## src/design/sm4_pkg.sv

```systemverilog
// SM4 block cipher unit: shared types, constants and lookup functions.
// Used by every module of the block; depends on nothing.
package sm4_pkg;

  localparam int ROUNDS    = 32;
  localparam int RND_W     = $clog2(ROUNDS);
  localparam int WORD_W    = 32;
  localparam int HALF_W    = 64;
  localparam int APB_AW    = 5;
  localparam int APB_DW    = 64;

  localparam logic [RND_W-1:0] LAST_ROUND = RND_W'(ROUNDS - 1);

  typedef logic [WORD_W-1:0] word_t;
  typedef logic [RND_W-1:0]  rnd_t;

  // register indexes (byte address 8*index)
  typedef enum logic [1:0] {
    REG_KEY_HIGH = 2'd0,
    REG_KEY_LOW  = 2'd1,
    REG_DECRYPT  = 2'd2,
    REG_NONE     = 2'd3
  } reg_idx_t;

  typedef enum logic [1:0] {
    ST_IDLE = 2'd0,
    ST_KEXP = 2'd1,
    ST_RUN  = 2'd2
  } state_t;

  typedef struct packed {
    logic [HALF_W-1:0] key_high;
    logic [HALF_W-1:0] key_low;
    logic              decrypt;
    logic              key_wr;
  } cfg_t;

  localparam word_t FK0 = 32'hA3B1BAC6;
  localparam word_t FK1 = 32'h56AA3350;
  localparam word_t FK2 = 32'h677D9197;
  localparam word_t FK3 = 32'hB27022DC;

  localparam logic [7:0] SBOX [256] = '{
    8'hd6,8'h90,8'he9,8'hfe,8'hcc,8'he1,8'h3d,8'hb7,8'h16,8'hb6,8'h14,8'hc2,8'h28,8'hfb,8'h2c,8'h05,
    8'h2b,8'h67,8'h9a,8'h76,8'h2a,8'hbe,8'h04,8'hc3,8'haa,8'h44,8'h13,8'h26,8'h49,8'h86,8'h06,8'h99,
    8'h9c,8'h42,8'h50,8'hf4,8'h91,8'hef,8'h98,8'h7a,8'h33,8'h54,8'h0b,8'h43,8'hed,8'hcf,8'hac,8'h62,
    8'he4,8'hb3,8'h1c,8'ha9,8'hc9,8'h08,8'he8,8'h95,8'h80,8'hdf,8'h94,8'hfa,8'h75,8'h8f,8'h3f,8'ha6,
    8'h47,8'h07,8'ha7,8'hfc,8'hf3,8'h73,8'h17,8'hba,8'h83,8'h59,8'h3c,8'h19,8'he6,8'h85,8'h4f,8'ha8,
    8'h68,8'h6b,8'h81,8'hb2,8'h71,8'h64,8'hda,8'h8b,8'hf8,8'heb,8'h0f,8'h4b,8'h70,8'h56,8'h9d,8'h35,
    8'h1e,8'h24,8'h0e,8'h5e,8'h63,8'h58,8'hd1,8'ha2,8'h25,8'h22,8'h7c,8'h3b,8'h01,8'h21,8'h78,8'h87,
    8'hd4,8'h00,8'h46,8'h57,8'h9f,8'hd3,8'h27,8'h52,8'h4c,8'h36,8'h02,8'he7,8'ha0,8'hc4,8'hc8,8'h9e,
    8'hea,8'hbf,8'h8a,8'hd2,8'h40,8'hc7,8'h38,8'hb5,8'ha3,8'hf7,8'hf2,8'hce,8'hf9,8'h61,8'h15,8'ha1,
    8'he0,8'hae,8'h5d,8'ha4,8'h9b,8'h34,8'h1a,8'h55,8'had,8'h93,8'h32,8'h30,8'hf5,8'h8c,8'hb1,8'he3,
    8'h1d,8'hf6,8'he2,8'h2e,8'h82,8'h66,8'hca,8'h60,8'hc0,8'h29,8'h23,8'hab,8'h0d,8'h53,8'h4e,8'h6f,
    8'hd5,8'hdb,8'h37,8'h45,8'hde,8'hfd,8'h8e,8'h2f,8'h03,8'hff,8'h6a,8'h72,8'h6d,8'h6c,8'h5b,8'h51,
    8'h8d,8'h1b,8'haf,8'h92,8'hbb,8'hdd,8'hbc,8'h7f,8'h11,8'hd9,8'h5c,8'h41,8'h1f,8'h10,8'h5a,8'hd8,
    8'h0a,8'hc1,8'h31,8'h88,8'ha5,8'hcd,8'h7b,8'hbd,8'h2d,8'h74,8'hd0,8'h12,8'hb8,8'he5,8'hb4,8'hb0,
    8'h89,8'h69,8'h97,8'h4a,8'h0c,8'h96,8'h77,8'h7e,8'h65,8'hb9,8'hf1,8'h09,8'hc5,8'h6e,8'hc6,8'h84,
    8'h18,8'hf0,8'h7d,8'hec,8'h3a,8'hdc,8'h4d,8'h20,8'h79,8'hee,8'h5f,8'h3e,8'hd7,8'hcb,8'h39,8'h48
  };

  // byte-wise S-box substitution
  function automatic word_t tau(input word_t x);
    word_t r;
    for (int b = 0; b < 4; b++) begin
      r[8*b +: 8] = SBOX[x[8*b +: 8]];
    end
    return r;
  endfunction

  // CK word: byte j from the top is (4*i + j) * 7 mod 256
  function automatic word_t ck_word(input rnd_t i);
    word_t w;
    logic [7:0] n;
    for (int j = 0; j < 4; j++) begin
      n = 8'({i, 2'(j)});
      w[8*(3-j) +: 8] = n * 8'd7;
    end
    return w;
  endfunction

endpackage

```

## src/design/sm4_in_if.sv

```systemverilog
// Input block channel: valid/ready handshake with the plaintext or ciphertext block.
// Depends on sm4_pkg for the field widths.
interface sm4_in_if;
  import sm4_pkg::*;

  logic              valid;
  logic              ready;
  logic [HALF_W-1:0] block_high;
  logic [HALF_W-1:0] block_low;
  logic              last_block;

  modport source (output valid, block_high, block_low, last_block, input ready);
  modport sink   (input valid, block_high, block_low, last_block, output ready);
endinterface

```

## src/design/sm4_out_if.sv

```systemverilog
// Result block channel: valid/ready handshake with the processed block.
// Depends on sm4_pkg for the field widths.
interface sm4_out_if;
  import sm4_pkg::*;

  logic              valid;
  logic              ready;
  logic [HALF_W-1:0] result_high;
  logic [HALF_W-1:0] result_low;
  logic              last;

  modport source (output valid, result_high, result_low, last, input ready);
  modport sink   (input valid, result_high, result_low, last, output ready);
endinterface

```

## src/design/sm4_block_cipher_unit.sv

```systemverilog
// SM4 ECB block cipher unit, top level.
// Depends on sm4_pkg, sm4_in_if, sm4_out_if, sm4_regs, sm4_rk_ram and sm4_round.
//
// Usage:
//   Write the 128-bit key (key_high at 0x00, key_low at 0x08) and the direction
//   (decrypt at 0x10) over APB while the unit is idle. A key write starts a
//   key expansion; blocks are not taken until it is done.
//   Feed 128-bit blocks on in_ch; each result beat on out_ch carries the
//   processed block with its words reversed and a copy of last_block.
// Timing:
//   One round per cycle through a single shared round unit, except that the last
//   round of a block holds while the output register is full; the round key is
//   read from a 32-entry RAM in the cycle before its round. A new block is taken
//   only once the last one has left the round unit. Key expansion runs after a
//   key write and after reset: the key words are loaded, then the key rounds run.
// Reset and stalls:
//   rst (synchronous) drops all pending work and marks the round keys stale, so
//   the reset key (zero) is expanded first. If the receiver stalls, the result
//   waits in the output register; the next block is still accepted and runs up
//   to its last round, where it holds until the output register frees up.
module sm4_block_cipher_unit (
  input  logic                       clk,
  input  logic                       rst,
  sm4_in_if.sink                     in_ch,
  sm4_out_if.source                  out_ch,
  input  logic                       psel,
  input  logic                       penable,
  input  logic                       pwrite,
  input  logic [sm4_pkg::APB_AW-1:0] paddr,
  input  logic [sm4_pkg::APB_DW-1:0] pwdata,
  output logic [sm4_pkg::APB_DW-1:0] prdata,
  output logic                       pready
);
  import sm4_pkg::*;

  cfg_t   cfg;
  state_t state;
  state_t state_next;
  rnd_t   count;
  rnd_t   count_next;
  logic   keys_ready;
  logic   keys_ready_next;
  word_t  words [4];
  logic   last_hold;

  logic   load_key;
  logic   load_blk;
  logic   step;
  logic   finish;
  logic   rk_we;
  logic   rd_en;
  rnd_t   raddr;
  word_t  rk_rdata;
  word_t  rnd_in;
  word_t  nx;
  logic   key_mode;
  logic   in_beat;
  logic   out_free;

  sm4_regs u_regs (
    .clk     (clk),
    .rst     (rst),
    .psel    (psel),
    .penable (penable),
    .pwrite  (pwrite),
    .paddr   (paddr),
    .pwdata  (pwdata),
    .prdata  (prdata),
    .pready  (pready),
    .cfg     (cfg)
  );

  sm4_rk_ram u_rk_ram (
    .clk   (clk),
    .we    (rk_we),
    .waddr (count),
    .wdata (nx),
    .re    (rd_en),
    .raddr (raddr),
    .rdata (rk_rdata)
  );

  assign key_mode = (state == ST_KEXP);
  assign rnd_in   = key_mode ? ck_word(count) : rk_rdata;

  sm4_round u_round (
    .w0       (words[0]),
    .w1       (words[1]),
    .w2       (words[2]),
    .w3       (words[3]),
    .rk       (rnd_in),
    .key_mode (key_mode),
    .nx       (nx)
  );

  assign in_ch.ready = (state == ST_IDLE) && keys_ready;
  assign in_beat     = in_ch.valid && in_ch.ready;
  assign out_free    = !out_ch.valid || out_ch.ready;

  always_ff @(posedge clk) begin
    if (rst) begin
      state      <= ST_IDLE;
      count      <= '0;
      keys_ready <= 1'b0;
    end else begin
      state      <= state_next;
      count      <= count_next;
      keys_ready <= keys_ready_next;
    end
  end

  always_comb begin
    state_next      = state;
    count_next      = count;
    keys_ready_next = keys_ready;
    load_key        = 1'b0;
    load_blk        = 1'b0;
    step            = 1'b0;
    finish          = 1'b0;
    rk_we           = 1'b0;
    rd_en           = 1'b0;
    raddr           = cfg.decrypt ? ~count : count;
    case (state)
      ST_IDLE: begin
        count_next = '0;
        if (!keys_ready) begin
          load_key   = 1'b1;
          state_next = ST_KEXP;
        end else if (in_beat) begin
          // fetch the first round key alongside the block load
          load_blk   = 1'b1;
          rd_en      = 1'b1;
          raddr      = cfg.decrypt ? LAST_ROUND : '0;
          state_next = ST_RUN;
        end
      end
      ST_KEXP: begin
        step  = 1'b1;
        rk_we = 1'b1;
        count_next = count + 1'b1;
        if (count == LAST_ROUND) begin
          keys_ready_next = 1'b1;
          state_next      = ST_IDLE;
        end
      end
      ST_RUN: begin
        if (count != LAST_ROUND) begin
          step       = 1'b1;
          rd_en      = 1'b1;
          raddr      = cfg.decrypt ? ~(count + 1'b1) : count + 1'b1;
          count_next = count + 1'b1;
        end else if (out_free) begin
          step       = 1'b1;
          finish     = 1'b1;
          count_next = '0;
          state_next = ST_IDLE;
        end
      end
      default: begin
        state_next = ST_IDLE;
      end
    endcase
    // a new key restarts expansion unless a block is running
    if (cfg.key_wr && state != ST_RUN) begin
      keys_ready_next = 1'b0;
      state_next      = ST_IDLE;
      count_next      = '0;
    end
  end

  always_ff @(posedge clk) begin
    if (load_key) begin
      words[0] <= cfg.key_high[63:32] ^ FK0;
      words[1] <= cfg.key_high[31:0]  ^ FK1;
      words[2] <= cfg.key_low[63:32]  ^ FK2;
      words[3] <= cfg.key_low[31:0]   ^ FK3;
    end else if (load_blk) begin
      words[0] <= in_ch.block_high[63:32];
      words[1] <= in_ch.block_high[31:0];
      words[2] <= in_ch.block_low[63:32];
      words[3] <= in_ch.block_low[31:0];
    end else if (step) begin
      words[0] <= words[1];
      words[1] <= words[2];
      words[2] <= words[3];
      words[3] <= nx;
    end
  end

  always_ff @(posedge clk) begin
    if (load_blk) begin
      last_hold <= in_ch.last_block;
    end
  end

  always_ff @(posedge clk) begin
    if (rst) begin
      out_ch.valid <= 1'b0;
    end else if (finish) begin
      out_ch.valid <= 1'b1;
    end else if (out_ch.ready) begin
      out_ch.valid <= 1'b0;
    end
  end

  // output words come out reversed
  always_ff @(posedge clk) begin
    if (finish) begin
      out_ch.result_high <= {nx, words[3]};
      out_ch.result_low  <= {words[2], words[1]};
      out_ch.last        <= last_hold;
    end
  end

`ifndef SYNTHESIS
  a_ready_needs_keys: assert property (@(posedge clk) disable iff (rst)
    in_ch.ready |-> keys_ready)
    else $error("block accepted with stale round keys");

  a_accept_starts_run: assert property (@(posedge clk) disable iff (rst)
    (in_ch.valid && in_ch.ready) |=> (state == ST_RUN && count == '0))
    else $error("accepted block did not start at round zero");

  a_stall_holds_last_round: assert property (@(posedge clk) disable iff (rst)
    (state == ST_RUN && count == LAST_ROUND && out_ch.valid && !out_ch.ready)
    |=> (state == ST_RUN && count == LAST_ROUND))
    else $error("last round advanced over a pending result");

  a_expansion_done: assert property (@(posedge clk) disable iff (rst)
    (state == ST_KEXP && count == LAST_ROUND && !cfg.key_wr) |=> keys_ready)
    else $error("key expansion finished without marking keys ready");
`endif

endmodule

```

## src/design/sm4_regs.sv

```systemverilog
// APB configuration registers: cipher key and direction select.
// Depends on sm4_pkg for cfg_t and the register indexes.
module sm4_regs (
  input  logic                       clk,
  input  logic                       rst,
  input  logic                       psel,
  input  logic                       penable,
  input  logic                       pwrite,
  input  logic [sm4_pkg::APB_AW-1:0] paddr,
  input  logic [sm4_pkg::APB_DW-1:0] pwdata,
  output logic [sm4_pkg::APB_DW-1:0] prdata,
  output logic                       pready,
  output sm4_pkg::cfg_t              cfg
);
  import sm4_pkg::*;

  logic [HALF_W-1:0] key_high;
  logic [HALF_W-1:0] key_low;
  logic              decrypt;
  reg_idx_t          idx;
  logic              wr;

  assign pready = 1'b1;
  assign idx    = reg_idx_t'(paddr[APB_AW-1:3]);
  assign wr     = psel && penable && pwrite && pready;

  always_ff @(posedge clk) begin
    if (rst) begin
      key_high <= '0;
      key_low  <= '0;
      decrypt  <= 1'b0;
    end else if (wr) begin
      case (idx)
        REG_KEY_HIGH: key_high <= pwdata;
        REG_KEY_LOW:  key_low  <= pwdata;
        REG_DECRYPT:  decrypt  <= pwdata[0];
        default: ;
      endcase
    end
  end

  always_comb begin
    case (idx)
      REG_KEY_HIGH: prdata = key_high;
      REG_KEY_LOW:  prdata = key_low;
      REG_DECRYPT:  prdata = {{(APB_DW-1){1'b0}}, decrypt};
      default:      prdata = '0;
    endcase
  end

  assign cfg.key_high = key_high;
  assign cfg.key_low  = key_low;
  assign cfg.decrypt  = decrypt;
  assign cfg.key_wr   = wr && (idx inside {REG_KEY_HIGH, REG_KEY_LOW});

endmodule

```

## src/design/sm4_rk_ram.sv

```systemverilog
// Round key store: one write port, one registered read port.
// Depends on sm4_pkg for the depth and word type.
module sm4_rk_ram (
  input  logic          clk,
  input  logic          we,
  input  sm4_pkg::rnd_t waddr,
  input  sm4_pkg::word_t wdata,
  input  logic          re,
  input  sm4_pkg::rnd_t raddr,
  output sm4_pkg::word_t rdata
);
  import sm4_pkg::*;

  word_t mem [ROUNDS];

  always_ff @(posedge clk) begin
    if (we) begin
      mem[waddr] <= wdata;
    end
  end

  // hold the read word while no read is issued
  always_ff @(posedge clk) begin
    if (re) begin
      rdata <= mem[raddr];
    end
  end

endmodule

```

## src/design/sm4_round.sv

```systemverilog
// Shared round function: S-box layer followed by the data or key linear map.
// Depends on sm4_pkg for tau and the word type.
module sm4_round (
  input  sm4_pkg::word_t w0,
  input  sm4_pkg::word_t w1,
  input  sm4_pkg::word_t w2,
  input  sm4_pkg::word_t w3,
  input  sm4_pkg::word_t rk,
  input  logic           key_mode,
  output sm4_pkg::word_t nx
);
  import sm4_pkg::*;

  word_t t;
  word_t lin;

  assign t = tau(w1 ^ w2 ^ w3 ^ rk);

  always_comb begin
    if (key_mode) begin
      lin = t ^ {t[18:0], t[31:19]} ^ {t[8:0], t[31:9]};
    end else begin
      lin = t ^ {t[29:0], t[31:30]} ^ {t[21:0], t[31:22]}
              ^ {t[13:0], t[31:14]} ^ {t[7:0], t[31:8]};
    end
  end

  assign nx = w0 ^ lin;

endmodule
```

## src/flat_wrapper.sv

```systemverilog
// flat-port wrapper written by rule: the top's interface ports become plain ports
module sm4_block_cipher_unit_flat import sm4_pkg::*;
  (clk, rst, psel, penable, pwrite, paddr, pwdata, prdata, pready, in_ch_valid, in_ch_block_high, in_ch_block_low, in_ch_last_block, in_ch_ready, out_ch_valid, out_ch_result_high, out_ch_result_low, out_ch_last, out_ch_ready);
  sm4_in_if in_ch_i ();
  sm4_out_if out_ch_i ();
  input  logic clk;
  input  logic rst;
  input  logic psel;
  input  logic penable;
  input  logic pwrite;
  input  logic [sm4_pkg::APB_AW-1:0] paddr;
  input  logic [sm4_pkg::APB_DW-1:0] pwdata;
  output logic [sm4_pkg::APB_DW-1:0] prdata;
  output logic pready;
  input wire logic [$bits(in_ch_i.valid)-1:0] in_ch_valid;
  input wire logic [$bits(in_ch_i.block_high)-1:0] in_ch_block_high;
  input wire logic [$bits(in_ch_i.block_low)-1:0] in_ch_block_low;
  input wire logic [$bits(in_ch_i.last_block)-1:0] in_ch_last_block;
  output wire logic [$bits(in_ch_i.ready)-1:0] in_ch_ready;
  output wire logic [$bits(out_ch_i.valid)-1:0] out_ch_valid;
  output wire logic [$bits(out_ch_i.result_high)-1:0] out_ch_result_high;
  output wire logic [$bits(out_ch_i.result_low)-1:0] out_ch_result_low;
  output wire logic [$bits(out_ch_i.last)-1:0] out_ch_last;
  input wire logic [$bits(out_ch_i.ready)-1:0] out_ch_ready;
  assign in_ch_i.valid = in_ch_valid;
  assign in_ch_i.block_high = in_ch_block_high;
  assign in_ch_i.block_low = in_ch_block_low;
  assign in_ch_i.last_block = in_ch_last_block;
  assign in_ch_ready = in_ch_i.ready;
  assign out_ch_valid = out_ch_i.valid;
  assign out_ch_result_high = out_ch_i.result_high;
  assign out_ch_result_low = out_ch_i.result_low;
  assign out_ch_last = out_ch_i.last;
  assign out_ch_i.ready = out_ch_ready;
  sm4_block_cipher_unit u_core (.clk(clk), .rst(rst), .in_ch(in_ch_i), .out_ch(out_ch_i), .psel(psel), .penable(penable), .pwrite(pwrite), .paddr(paddr), .pwdata(pwdata), .prdata(prdata), .pready(pready));
endmodule
```

## config.mk

```make
export PLATFORM = sky130hd
export DESIGN_NAME = sm4_block_cipher_unit_flat
export DESIGN_NICKNAME = d
export VERILOG_FILES = /design/src/design/sm4_pkg.sv /design/src/design/sm4_in_if.sv /design/src/design/sm4_out_if.sv /design/src/design/sm4_block_cipher_unit.sv /design/src/design/sm4_regs.sv /design/src/design/sm4_rk_ram.sv /design/src/design/sm4_round.sv /design/src/flat_wrapper.sv
export SDC_FILE = /design/constraint.sdc
export NUM_CORES = 2
export LEC_CHECK = 0
export BUFFER_PORTS_ARGS = -buffer_cell sky130_fd_sc_hd__buf_2
export CAP_MARGIN = 20
export CORE_MARGIN = 1
export CORE_UTILIZATION = 25
export DETAILED_ROUTE_END_ITERATION = 10
export PLACE_DENSITY = 0.36
export SLEW_MARGIN = 25
export SYNTH_ARGS = -nofsm -noshare
export SYNTH_HDL_FRONTEND = slang
export SYNTH_HIERARCHICAL = 1
export SYNTH_SLANG_ARGS = --single-unit
```

## constraint.sdc

```tcl
create_clock -name clk -period 9 [get_ports clk]
set_input_delay 1.8 -clock clk [delete_from_list [all_inputs] [get_ports clk]]
set_output_delay 1.8 -clock clk [all_outputs]
set_load 0.005 [all_outputs]
```

==> summary.md <==
| Metric | Value |
|---|---|
| Outcome | complete, no violations |
| Clk_lat worst skew | 880 ps |
| Setup violators final | 0 |
| DRC viols | 0 |
| Inserted Clock Buffers | 176 |
| Detail Placement HPWL | 229000 µm |
| Layout cell share with drive strength beyond 1 | 0.167 |
| Syn Area/Cell | 11.8 µm² |
| Most used DFF post-synth | edfxtp_1 |
| IO Pins | 401 |
| Min Tclk post-route | 7900 ps |
| Total number of vias | 57776 |
| Final Core Density | 0.295 |
| # clock sinks | 1452 |
| Root Buffer | clkbuf_16 |
| Routed WL per cell | 31.4 µm |
| Slew Limit Fails | 0 |
| Critical path arrival | 8560 ps |
| Synth area leader | edfxtp_1 |
| Routed vias/inst | 5.32 |
| Worst setup EP type | flip-flop |
| Rows | 201 |
| Startpoint types | flip-flop |
| Vias in the first global route | 55644 |
| Fmax | 127 MHz |
| Register bit total from synthesis | 1452 |
| Initial antenna violation count | 52 |
| Die area | 305000 µm² |
| Pin count of the biggest net entering global routing | 152 |
| Setup Buffers After CTS | 0 |
| Port bufs | 396 |
| RSZ-0062 raised after global routing | false |
| Yosys warns | 6 |
| Min-Delay Path Class | flip-flop to flip-flop |
| Synth area leaders | edfxtp_1 52%, mux2i_1 10%, dfxtp_1 3.6%, nand2_1 2.5%, a21oi_1 2.2% |
| Iter 0 DRT Violations | 6131 |
| Gate Count Post-Synth | 6448 |
| Clock transition at the registers of the reported paths | 60 ps |
| Seq/Total Area, Yosys | 0.557 |
| Async SR Flop Fraction | 0 |
| Max Cap Viol | 0 |
| Number of antenna-violating nets in the routed design | 0 |
| Top cells by count, synth | 1314 x edfxtp_1, 759 x mux2i_1, 505 x nand2_1 |
| Synth top area share | 0.521 |
| Hold_buf cts | 0 |
| Routability cong. | 0.936 |
| Nets | 7028 |
| Syn nets | 6719 |
| Remaining global-route overflow | 0 |
| Setup TNS | 0 ps |
| Hold Fails Final Rpt | 0 |
| Starting Density | 0.252 |
| Core ar. | 301000 µm² |
| Pre-antenna DRT Iters | 7 |
| Worst-margin pin slew | 1280 ps |
| Clock Skew | 107 ps |
| Post-route cell area | 88600 µm² |
| EDFF count, synth | 1314 |
| Cell variety after synth | 111 |
| CTS tree | yes |
| Cell area after synthesis | 75800 µm² |
| Slew headroom | 0.137 |
| Top-count cell post-synth | edfxtp_1 |
| Period utilisation layout | 0.878 |
| H-Tree Depth | 4 |
| Post-CTS sizing | 0 |
| Global Route Usage Sum | 0.216 |
| Max Fanout on Critical Path | 34 |
| Post-DP Area | 83300 µm² |
| First-pass GRT wire length | 471000 µm |
| Clock tree buffer depth | 4 |
| DRT Wirelength | 341000 µm |
| Overall die width | 553 µm |
| Worst setup path class | flip-flop to flip-flop |
| Area growth syn-to-layout | 17.0% |
| Worst path required time | 9650 ps |
| Die Y | 553 µm |
## metal layers
metal  up-vias  GRT usage  routed length [µm]
met5         -          0                  43
met1     29788      0.308              157000
met2      2396      0.341              155000
li1      25146          -                   -
met4         6     0.0507                8460
met3       440     0.0326               21300
## worst paths after layout
path,to,cells past startpoint,slack (ps),start
max,u_core/words[3][15],19,1100,u_core/count[2]
min,u_core/out_ch.last,0,420,u_core/last_hold
max reg2reg,u_core/words[3][15],19,1100,u_core/count[2]
min reg2reg,u_core/out_ch.last,0,420,u_core/last_hold
## placed cells by master (no fill, tap or decap), drive strengths merged, types with 18 or more instances in the layout
| master | Yosys | layout |
|---|---|---|
| clkbuf | 225 | 238 |
| or3 | 23 | 23 |
| o31ai | 30 | 30 |
| xor2 | 111 | 111 |
| a21oi | 366 | 366 |
| a211oi | 54 | 54 |
| a311oi | 49 | 49 |
| mux2i | 759 | 759 |
| clkinv | 5 | 64 |
| a22o | 70 | 70 |
| a22oi | 155 | 155 |
| dfxtp | 138 | 138 |
| xnor2 | 189 | 189 |
| nand4 | 20 | 20 |
| o21ai | 295 | 295 |
| ha | 58 | 58 |
| o2111ai | 18 | 18 |
| o32ai | 19 | 19 |
| o311ai | 49 | 49 |
| o221ai | 45 | 45 |
| nand2 | 508 | 508 |
| a221oi | 45 | 45 |
| o22ai | 33 | 33 |
| nand3 | 199 | 199 |
| nor2 | 443 | 443 |
| edfxtp | 1314 | 1314 |
| nor3 | 117 | 117 |
| inv | 86 | 88 |
| nand2b | 231 | 231 |
| o211ai | 59 | 59 |
| a31oi | 135 | 135 |
| mux4 | 20 | 20 |
| buf | 315 | 671 |
## final cells by class
| cell class | count | area, µm² |
|---|---|---|
| Inverter | 91 | 348 |
| Sequential cell | 1452 | 42200 |
| Fill cell | 30930 | 212000 |
| Clock inverter | 71 | 566 |
| Antenna cell | 16 | 40.0 |
| Tap cell | 3958 | 4950 |
| Clock buffer | 238 | 4740 |
| Multi-Input combinational cell | 4365 | 31400 |
| Timing Repair Buffer | 671 | 4400 |
## stage by stage
step,hold WS (ps),cells,worst slack (ps)
finish,418,10862,1100
global route,428,10853,938
CTS,420,10846,1290
detailed placement,407,10537,1310
global placement,403,10537,1290
floorplan,400,6448,747
## logic make-up (layout without fill, tap and decap cells)
logic type                 after synthesis  after routing  synth area share
AOI/OAI and AO/OA                     1575           1575             0.144
xor gates and xnor gates               300            300            0.0367
adders and majority gates               66             66            0.0117
buffers and inverters                  631           1071            0.0424
DFF                                   1452           1452             0.557
muxes                                  796            796             0.109
other                                    1             17         0.0000495
and+or+nand+nor                       1627           1627            0.0992
## critical path, cell delays in order (launching register included)
cell	delay (ps)
dfxtp_1	790
fa_1	610
ha_1	390
xnor2_1	630
mux2_2	350
xor2_1	590
xor2_4	700
nand2_1	440
a2bb2oi_1	320
o211ai_1	160
o31ai_1	100
buf_4	170
nor4_4	840
xnor2_1	170
xnor2_1	160
o21ai_1	340
xnor2_2	160
buf_4	470
nor2_1	130
a31oi_1	170
## flip-flops by register name, indices dropped and copies added (netlist names)
name,cells
u_core/last_hold,1
u_core/out_ch.result_high,64
u_core/u_regs/key_low,64
u_core/count,5
u_core/out_ch.result_low,64
u_core/out_ch.last,1
u_core/u_regs/decrypt,1
u_core/words,128
u_core/out_ch.valid,1
u_core/u_regs/key_high,64
u_core/u_rk_ram/mem,1024
u_core/keys_ready,1
u_core/u_rk_ram/rdata,32
u_core/state,2
Power is not shown: default switching activity piles up to over one toggle a cycle in this logic, so the estimate is an artifact.
